<file path="config.mk">
export PLATFORM = sky130hd
export DESIGN_NAME = ppr_outq
export DESIGN_NICKNAME = d
export VERILOG_FILES = /design/src/sv/ppr_pkg.sv /design/src/sv/ppr_outq.sv
export SDC_FILE = /design/constraint.sdc
export NUM_CORES = 1
export LEC_CHECK = 0
export BUFFER_PORTS_ARGS = -buffer_cell sky130_fd_sc_hd__buf_2
export CAP_MARGIN = 20
export CORE_MARGIN = 5
export CORE_UTILIZATION = 56
export DETAILED_ROUTE_END_ITERATION = 6
export PLACE_DENSITY_LB_ADDON = 0.05
export REMOVE_ABC_BUFFERS = 1
export SKIP_CTS_REPAIR_TIMING = 1
export SLEW_MARGIN = 20
export SYNTH_ARGS = -nofsm -noshare
export SYNTH_HDL_FRONTEND = slang
export SYNTH_SLANG_ARGS = --single-unit
</file>
<file path="constraint.sdc">
create_clock -name clk -period 6.9 [get_ports clk]
set_input_delay 0.69 -clock clk [delete_from_list [all_inputs] [get_ports clk]]
set_output_delay 0.69 -clock clk [all_outputs]
set_load 0.05 [all_outputs]
</file>
<file path="src/sv/ppr_pkg.sv">
// Shared types, constants and fixed-point helpers for the point projection unit.
// No dependencies; imported by every module of the block.
package ppr_pkg;

  localparam int QB        = 24;  // fraction bits of the Q8.24 intermediates
  localparam int FRAC_BITS = 16;  // fraction bits of points and intrinsics
  localparam int DIV_STEPS = 32;
  localparam int DIV_LAT   = DIV_STEPS + 2;
  localparam int PIPE_LAT  = 2 * DIV_LAT + 9;

  typedef enum logic [1:0] {
    ST_OK         = 2'd0,
    ST_DEPTH_ZERO = 2'd1,
    ST_DEN_ZERO   = 2'd2,
    ST_SAT        = 2'd3
  } status_t;

  typedef enum logic [2:0] {
    REG_FOCAL_X  = 3'd0,
    REG_FOCAL_Y  = 3'd1,
    REG_CENTRE_X = 3'd2,
    REG_CENTRE_Y = 3'd3,
    REG_K1       = 3'd4,
    REG_K2       = 3'd5
  } cfg_reg_t;

  typedef struct packed {
    logic signed [31:0] q;
    logic               sat;
  } div_res_t;

  typedef struct packed {
    logic signed [15:0] u;
    logic signed [15:0] v;
    status_t            st;
  } pix_res_t;

  // Divide by 2^QB, rounding toward zero.
  function automatic logic signed [64-QB:0] tdiv_q(input logic signed [64:0] p);
    logic signed [64:0] b;
    b = p + (p[64] ? ((65'sd1 <<< QB) - 65'sd1) : 65'sd0);
    return b[64:QB];
  endfunction

  // Clamp to 32-bit signed and flag the clamp.
  function automatic div_res_t sat32(input logic signed [41:0] v);
    div_res_t r;
    if (v > 42'sd2147483647) begin
      r.q   = 32'sh7fffffff;
      r.sat = 1'b1;
    end else if (v < -42'sd2147483648) begin
      r.q   = 32'sh80000000;
      r.sat = 1'b1;
    end else begin
      r.q   = v[31:0];
      r.sat = 1'b0;
    end
    return r;
  endfunction

endpackage

</file>
<file path="src/sv/ppr_outq.sv">
// Two-entry result queue that parts the pipeline from the output handshake.
// Depends on ppr_pkg for the result type.
module ppr_outq import ppr_pkg::*; (
  input  logic     clk,
  input  logic     rst,
  input  logic     push,
  input  pix_res_t din,
  input  logic     pop,
  output pix_res_t dout,
  output logic     nonempty,
  output logic     full
);

  pix_res_t    mem [2];
  logic        wr_ptr, rd_ptr;
  logic [1:0]  count;

  assign full     = count == 2'd2;
  assign nonempty = count != 2'd0;
  assign dout     = mem[rd_ptr];

  always_ff @(posedge clk) begin
    if (push) begin
      mem[wr_ptr] <= din;
    end
  end

  always_ff @(posedge clk) begin
    if (rst) begin
      wr_ptr <= 1'b0;
      rd_ptr <= 1'b0;
      count  <= 2'd0;
    end else begin
      if (push) wr_ptr <= ~wr_ptr;
      if (pop)  rd_ptr <= ~rd_ptr;
      count <= count + {1'b0, push} - {1'b0, pop};
    end
  end

  a_no_overflow: assert property (@(posedge clk) disable iff (rst) full |-> !push)
    else $error("push into full result queue");
  a_no_underflow: assert property (@(posedge clk) disable iff (rst) pop |-> nonempty)
    else $error("pop from empty result queue");
  a_count_range: assert property (@(posedge clk) disable iff (rst) count != 2'd3)
    else $error("result queue count out of range");

endmodule

</file>
==> metrics.txt <==
Achievable Freq 368 MHz; R2R setup slack 5.39 ns; Worst Hold Class flip-flop to flip-flop; Die ar. 6570 um^2; Nets 247; Area Overhead vs Synth 19.2%; Core Region 4820 um^2; hold worst-path end rd_ptr$_SDFFE_PP0P_; clk_lat worst skew 0.32 ns; synth warn 0; Chip Width 81.1 um; DRC viols 0; post-synthesis mux area share 17.5%; Num CTS Buffers 9; remaining antenna violation count 0; DR WL/cell 15.3 um; deepest clock path buffer count 2; critical-path maximum fanout 34; status finished, final reports clean; Root Buffer clkbuf_8; initial antenna violation count 0; Iteration-0 DRC Markers 36; Slew headroom 27.8%; fin. max-slew vios 0; Vias/cell 4.85; largest family of logic cells by synthesized area multiplexers; Startpoint Class flip-flop; r2r endpoint mem[0][10]$_DFFE_PP_; Worst R2R Path Depth 1; Fillers 343; PortBufs 73; cell count after synthesis 127; routed via count 1354; final setup TNS 0 ns; layout cells sized above 1 57.1%; fin crit period 2.72 ns; Cell variety after synth 14; Worst Clk Skew 0.00659 ns; dpl hpwl 2910 um; vias in the first global route 1420; count of final hold-check violations 0; MaxCap Viol Count 0; first-pass GRT wire length 6680 um; Antenna Cells 0; starting density of the core 58.7%; total track usage 14.2%; crit path kind flip-flop to output pin; HP Start rd_ptr$_SDFFE_PP0P_; Power per Cell Area 295 nW/um^2; synthesized flop and latch total 73; pin count of the biggest net entering global routing 35; Hold Crit Depth 2; Total Wirelength 4280 um; Req. time, crit path 6.21 ns; H-Tree Level Count 3; Compound-Gate Fraction of Synth Area 0%; RSZ-0062 raised after global routing no; GP Congestion 0.633; R2R Path Start wr_ptr$_SDFFE_PP0P_; final setup violation count 0; fin crit share 39.4%; post-synthesis sequential area ratio 75.8%; Adder-Cell Fraction of Synth Area 0.885%; worst slew pin tran 1.08 ns; clock tree sinks 73; total congestion overflow 0; CP Data Arrival Time 2.03 ns; multi-input combinational cell area 616 um^2; Pleak 0.00135 uW; total power 994 uW; Critical Path Sink Type output pin; post-synth design cell area 2830 um^2; Sequential Area 2140 um^2; Worst-path clk slew 0.07 ns; simple logic cell fraction of the synthesized area 1.64%; xor and xnor fraction of the mapped netlist area 1.42%; mean post-synth cell area 22.3 um^2; Detailed Routing Iterations Pass 1 4; Top Ports 74; Rows 25; Die Y 81.1 um; maximum vdd drop 0.000198 V; CTS tree built
-- placed cells by master (no fill, tap or decap) --
master and instances:
buf_2 73, edfxtp_1 68, mux2_4 30, clkbuf_8 9, mux2_2 4, nor2_1 4
clkinv_1 4, dfxtp_1 4, inv_1 2, nor2b_1 2, xnor2_1 2, ha_1 2
clkbuf_1 2, or2_2 1, and2_2 1, nor2b_4 1, xnor3_1 1, dfxtp_2 1
clkinvlp_4 1
-- final cells by class --
type / count / share of cell area [%]
clock buffers: 11 / 3.90
flip-flops and latches: 73 / 63.6
inverters: 2 / 0.223
well taps: 67 / 2.49
multi-input cells: 48 / 18.3
clock inverters: 5 / 0.668
repair buffers: 73 / 10.8
-- power breakdown --
group,total (uW),internal [uW],switching [uW]
clock,262,126,137
sequential,535,517,18.7
combinational,197,69.5,127
-- worst max-delay path by stage --
stage	endpoint	slack, ns	cells after the start	start
final	dout[33]	4.18	2	flip-flop
after global routing	dout[2]	4.08	2	flip-flop
after CTS	dout[0]	4.14	2	flip-flop
after detailed placement	dout[0]	4.51	2	flip-flop
after global placement	dout[33]	4.54	2	flip-flop
after floorplan	mem[0][0]$_DFFE_PP_	4.25	1	push
-- state kept, by name (all words and copies together), names as in the netlist, named ones only --
signal and count:
wr_ptr 1, count 2, rd_ptr 1, mem 68
-- cell usage after synthesis --
library cell | instances | area share, %
mux2_4 | 30 | 16
dfxtp_1 | 5 | 3.5
ha_1 | 2 | 0.88
inv_1 | 2 | 0.27
nor2_1 | 4 | 0.53
buf_12 | 3 | 2.1
xnor2_1 | 2 | 0.62
xnor3_1 | 1 | 0.80
buf_6 | 1 | 0.40
edfxtp_1 | 68 | 72
and2_1 | 1 | 0.22
nor2b_1 | 3 | 0.66
mux2_2 | 4 | 1.6
or2_2 | 1 | 0.22
-- worst max-delay path, cell delays in order (launching register included) --
cell and delay, ns:
dfxtp_2 1.04, mux2_2 0.42, buf_2 0.21
-- stage by stage --
| stage | std cells | setup WS, ns | hold WS, ns | utilization, % | instance area, um^2 |
|---|---|---|---|---|---|
| after floorplan | 123 | 4.25 | 0.480 | - | 2760 |
| after CTS | 279 | 4.14 | 0.533 | 69.9 | 3370 |
| after detailed placement | 263 | 4.51 | 0.525 | 66.8 | 3220 |
| after global placement | 263 | 4.54 | 0.496 | 66.8 | 3220 |
| final | 279 | 4.18 | 0.543 | 69.9 | 3370 |
| after global routing | 279 | 4.08 | 0.525 | 69.9 | 3370 |
-- cell families after synthesis --
logic type    Yosys count
flops                  73
mux                    34
buf+inv                 6
xor+xnor                3
simple gates            9
fa+ha+maj               2
-- per-layer routing --
layer | vias up | share of wire, % | global-route usage [%]
li1 | 648 | - | -
met1 | 652 | 39 | 15.8
met2 | 48 | 52 | 23.7
met3 | 6 | 7.9 | 5.32
met4 | 0 | 1.2 | 7.09
met5 | - | 0 | 0
Power figures use the tool's default switching activity.
