`src/sv/ppr_pkg.sv`:
```
// Shared types, constants and fixed-point helpers for the point projection unit.
// No dependencies; imported by every module of the block.
package ppr_pkg;

  localparam int QB        = 24;  // fraction bits of the Q8.24 intermediates
  localparam int FRAC_BITS = 16;  // fraction bits of points and intrinsics
  localparam int DIV_STEPS = 32;
  localparam int DIV_LAT   = DIV_STEPS + 2;
  localparam int PIPE_LAT  = 2 * DIV_LAT + 9;

  typedef enum logic [1:0] {
    ST_OK         = 2'd0,
    ST_DEPTH_ZERO = 2'd1,
    ST_DEN_ZERO   = 2'd2,
    ST_SAT        = 2'd3
  } status_t;

  typedef enum logic [2:0] {
    REG_FOCAL_X  = 3'd0,
    REG_FOCAL_Y  = 3'd1,
    REG_CENTRE_X = 3'd2,
    REG_CENTRE_Y = 3'd3,
    REG_K1       = 3'd4,
    REG_K2       = 3'd5
  } cfg_reg_t;

  typedef struct packed {
    logic signed [31:0] q;
    logic               sat;
  } div_res_t;

  typedef struct packed {
    logic signed [15:0] u;
    logic signed [15:0] v;
    status_t            st;
  } pix_res_t;

  // Divide by 2^QB, rounding toward zero.
  function automatic logic signed [64-QB:0] tdiv_q(input logic signed [64:0] p);
    logic signed [64:0] b;
    b = p + (p[64] ? ((65'sd1 <<< QB) - 65'sd1) : 65'sd0);
    return b[64:QB];
  endfunction

  // Clamp to 32-bit signed and flag the clamp.
  function automatic div_res_t sat32(input logic signed [41:0] v);
    div_res_t r;
    if (v > 42'sd2147483647) begin
      r.q   = 32'sh7fffffff;
      r.sat = 1'b1;
    end else if (v < -42'sd2147483648) begin
      r.q   = 32'sh80000000;
      r.sat = 1'b1;
    end else begin
      r.q   = v[31:0];
      r.sat = 1'b0;
    end
    return r;
  endfunction

endpackage

```
`src/sv/ppr_div.sv`:
```
// Pipelined signed Q8.24 divider: (num * 2^24) / den, toward zero, saturated.
// One restoring step per stage; depends on ppr_pkg.
module ppr_div import ppr_pkg::*; (
  input  logic               clk,
  input  logic               en,
  input  logic signed [31:0] num,
  input  logic signed [31:0] den,
  output div_res_t           res
);

  logic [31:0] an, ad;
  logic [31:0] rem  [DIV_STEPS+1];
  logic [7:0]  low  [DIV_STEPS+1];
  logic [31:0] quo  [DIV_STEPS+1];
  logic [31:0] dv   [DIV_STEPS+1];
  logic        neg  [DIV_STEPS+1];
  logic        ovf  [DIV_STEPS+1];

  assign an = num[31] ? -num : num;
  assign ad = den[31] ? -den : den;

  // Quotient of 2^32 or more saturates regardless of sign.
  always_ff @(posedge clk) begin
    if (en) begin
      rem[0] <= {8'd0, an[31:8]};
      low[0] <= an[7:0];
      quo[0] <= '0;
      dv[0]  <= ad;
      neg[0] <= num[31] ^ den[31];
      ovf[0] <= (ad[31:24] == 8'd0) ? (an >= {ad[23:0], 8'd0}) : 1'b0;
    end
  end

  for (genvar k = 1; k <= DIV_STEPS; k++) begin : g_step
    logic [32:0] t;
    logic [32:0] diff;
    logic        ge;
    assign t    = {rem[k-1], low[k-1][7]};
    assign diff = t - {1'b0, dv[k-1]};
    assign ge   = t >= {1'b0, dv[k-1]};
    always_ff @(posedge clk) begin
      if (en) begin
        rem[k] <= ge ? diff[31:0] : t[31:0];
        low[k] <= {low[k-1][6:0], 1'b0};
        quo[k] <= {quo[k-1][30:0], ge};
        dv[k]  <= dv[k-1];
        neg[k] <= neg[k-1];
        ovf[k] <= ovf[k-1];
      end
    end
  end

  logic [31:0] qf;
  logic        sf;
  assign qf = quo[DIV_STEPS];

  always_comb begin
    if (neg[DIV_STEPS]) begin
      sf = ovf[DIV_STEPS] || (qf[31] && (qf[30:0] != 31'd0));
    end else begin
      sf = ovf[DIV_STEPS] || qf[31];
    end
  end

  always_ff @(posedge clk) begin
    if (en) begin
      res.sat <= sf;
      if (sf) begin
        res.q <= neg[DIV_STEPS] ? 32'sh80000000 : 32'sh7fffffff;
      end else begin
        res.q <= neg[DIV_STEPS] ? -qf : qf;
      end
    end
  end

endmodule

```
`config.mk`:
```
export PLATFORM = sky130hd
export DESIGN_NAME = ppr_div
export DESIGN_NICKNAME = d
export VERILOG_FILES = /design/src/sv/ppr_pkg.sv /design/src/sv/ppr_div.sv
export SDC_FILE = /design/constraint.sdc
export NUM_CORES = 2
export LEC_CHECK = 0
export BUFFER_PORTS_ARGS = -buffer_cell sky130_fd_sc_hd__buf_4
export CORE_ASPECT_RATIO = 1.4
export CORE_MARGIN = 3
export CORE_UTILIZATION = 55
export DETAILED_ROUTE_END_ITERATION = 6
export PLACE_DENSITY = 0.71
export SLEW_MARGIN = 20
export SYNTH_ARGS = -nofsm -noshare
export SYNTH_HDL_FRONTEND = slang
export SYNTH_SLANG_ARGS = --single-unit
```
`constraint.sdc`:
```
create_clock -name clk -period 8.32 [get_ports clk]
set_input_delay 0.832 -clock clk [delete_from_list [all_inputs] [get_ports clk]]
set_output_delay 0.832 -clock clk [all_outputs]
set_load 0.02 [all_outputs]
```
==> flow_summary.json <==
{
  "worst-path-buf-inv": 1,
  "slew_viol_final": 0,
  "r2r_setup_slack_ps": 3250,
  "fin_skew_ps": 43.36,
  "yosysSeqAreaShare": 0.5459,
  "postLayoutCellArea_mm2": 0.1628,
  "yosys.area_share.adder": 0.09195,
  "hold_viol": 0,
  "areaGrowthSynthToFinish_pct": 9.470,
  "synth_cell_types": 93,
  "routedWlPerCell_um": 21.75,
  "reg2regPathDepth": 12,
  "wl_mm": 368.5,
  "first_global_vias": 100100,
  "postRouteAntennaNets": 0,
  "critPathArrivalTime_ps": 5650,
  "syn_area_mm2": 0.1487,
  "fillers": 21450,
  "post_cts_buffers": 0,
  "slowest_delay_ps": 640,
  "drc": 0,
  "cts_resized": 0,
  "tightest_slew_ps": 1274,
  "drt_iter0_markers": 7640,
  "synth_compound_area_frac": 0.1467,
  "worst-path-stages": 12,
  "period_needed_ps": 5070,
  "yosys_warnings": 0,
  "cts_buffers": 284,
  "synth_edf_count": 2703,
  "cts-root-buf": "clkbuf_16",
  "insertion_delay_ps": 860,
  "synth_top_family_by_area": "compound AO/OA/AOI/OAI gates",
  "syn_inst": 13050,
  "synth_area_per_cell_um2": 11.40,
  "relSlewSlack": 0.1508,
  "row_count": 225,
  "critPathSlowestCell": "o41ai_1",
  "power_density_mw_per_mm2": 385.2,
  "port-buffer-count": 98,
  "core-area_mm2": 0.2686,
  "run_status": "complete, no violations",
  "cts_hold_buf": 0,
  "p_leak_nw": 65.57,
  "syn-num-nets": 14190,
  "cts_tree": "done",
  "fp.dieH_um": 621.2,
  "globalRouteOverflowTotal": 0,
  "peakVddDrop_mv": 0.3081,
  "rsz0062_at_grt": "no",
  "critPathKind": "register to register",
  "drtPass1Iterations": 7,
  "critPathCaptureType": "register",
  "place_area_mm2": 0.1536,
  "ys.flop_type": "edfxtp_1",
  "ioPinCount": 99,
  "initial_core_util": 0.5536,
  "synthSimpleGateAreaFrac": 0.09260,
  "rr_endpoint": "rem[0][269]",
  "ys_seq_elements": 2703,
  "layout-drive-gt1-share": 0.07894,
  "path_clk_slew_ps": 60,
  "hpwlAfterDp_mm": 278.9,
  "synthXorXnorAreaFrac": 0.05107,
  "synth_async_sr_flop_share": 0,
  "h-tree-depth": 5,
  "crit_chain": "ha_1, a21o_1, nor2b_1, a211oi_1, a21boi_0, nor4_1, nor3_1, o41ai_1, a21oi_1, a2111oi_4, buf_4, mux2_2",
  "post-place-cells": 16430,
  "power_mw": 62.70,
  "endpoint": "rem[0][269]",
  "drv_cap": 0,
  "fmax_ghz": 0.1972,
  "reg2reg_from": "rem[0][227]",
  "worstHoldPathCells": 1,
  "timing.setup.tns_ps": 0,
  "grt_pass1_wl_mm": 565.5,
  "gp_congestion": 0.9444,
  "hold_class": "primary input to register",
  "via_per_inst": 5.947,
  "required_ps": 8900,
  "startpoint": "rem[0][227]",
  "crit_fanout": 33,
  "finalCritPeriodShare": 0.6094,
  "nNetsFinal": 14340,
  "grt_usage": 0.2606,
  "finalSetupViolations": 0,
  "vias": 100800,
  "final_cells": 16940,
  "cp_top_family": "compound AO/OA/AOI/OAI gates",
  "clock-sinks": 2703,
  "synthMuxAreaShare": 0.03013,
  "antenna_found_initial": 10,
  "fin_hold_ws_ps": 223.8,
  "die_w_um": 445.4,
  "cp-start-kind": "register",
  "die_area_mm2": 0.2767,
  "clockBufferDepth": 4,
  "grt_max_degree": 202
}
==> where the power goes <==
part           internal (mW)  switching (mW)
combinational           11.8            16.1
clock                   7.41            5.23
sequential              19.9            2.22
total                   39.1            23.6
==> worst register-to-register path, stage by stage, from the launching register on <==
cell	delay, ps
edfxtp_1	390
ha_1	370
a21o_1	230
nor2b_1	140
a211oi_1	430
a21boi_0	340
nor4_1	600
nor3_1	160
o41ai_1	640
a21oi_1	210
a2111oi_4	360
buf_4	520
mux2_2	450
==> registers in the layout, summed over array words and instances (netlist names) <==
register and flops:
dv 1024, rem 1016, res 33, neg 33
ovf 33, quo 528, low 36
==> layer usage <==
metal,share of wire,track usage,up-vias
li1,-,-,48220
met1,0.38,0.3023,48940
met2,0.51,0.4649,2742
met3,0.046,0.03480,845
met4,0.062,0.1413,4
met5,0.000073,0,-
==> cell usage after synthesis, drive strengths merged (92+ instances only) <==
library cell	number	area, µm²
nand4	163	1020
clkbuf	276	1046
nor2b	166	1039
nand2b	144	900.9
a21o	486	3649
a21oi	1013	5074
mux2	364	4099
o21bai	117	878.3
nand3	206	1031
a31oi	100	625.6
nor2	692	2597
nor3	158	795.8
edfxtp	2703	81170
o31ai	104	790.8
o21ai	896	4484
xnor2	530	4642
inv	1334	5007
o21a	163	1224
ha	1043	13050
nand2	950	3566
a211oi	92	690.7
xor2	337	2952
==> how the worst min path moves through the flow <==
stage | from | endpoint
3_5_place_dp | neg[0][19] | neg[0][20]
6_report | num[0] | low[0][0]
2_1_floorplan | low[0][1] | low[0][10]
3_3_place_gp | quo[1][172] | quo[1][205]
4_1_cts | num[0] | low[0][0]
5_1_grt | num[0] | low[0][0]
==> cells in the final DEF (no fill, tap or decap), drive strengths merged, types with 92 or more instances in the layout <==
cell    synthesis  routed
o21ai         896     896
o21bai        117     117
edfxtp       2703    2703
nor2          692     692
a31oi         100     100
nand2b        144     144
xor2          337     337
nor3          158     158
o21a          163     163
o31ai         104     104
a211oi         92      92
buf            28     167
nand2         950     950
xnor2         530     530
inv          1334    1345
a21o          486     486
a21oi        1013    1013
mux2          364     364
nor2b         166     166
nand3         206     206
ha           1043    1043
nand4         163     163
clkinv          1      93
clkbuf        276     347
==> layout make-up <==
cell class	count	area (µm²)	share of cell area
diodes	22	55.05	0.0003383
clock buffers	347	7492	0.04603
clock inverters	146	1597	0.009809
inverters	1335	5011	0.03079
multi-input cells	8705	61600	0.3785
flip-flops and latches	2703	81170	0.4987
well taps	3518	4402	0.02704
repair buffers	167	1434	0.008810
==> per-stage QoR <==
stage	util	setup WS (ps)
after global placement	0.5719	3118
final	0.6060	3250
after floorplan	-	3829
after global routing	0.6060	2946
after CTS	0.6057	3223
after detailed placement	0.5719	3146
==> kinds of logic (layout without fill, tap and decap cells) <==
group	after synthesis	in the layout
multiplexers	402	402
buffers and inverters	1639	1995
AND/OR/NAND/NOR	2887	2887
flip-flops	2703	2703
adder cells (fa/ha/maj)	1074	1074
XOR/XNOR	867	867
AO/OA/AOI/OAI	3475	3475
other	0	22
(Power assumes the default switching activity.)
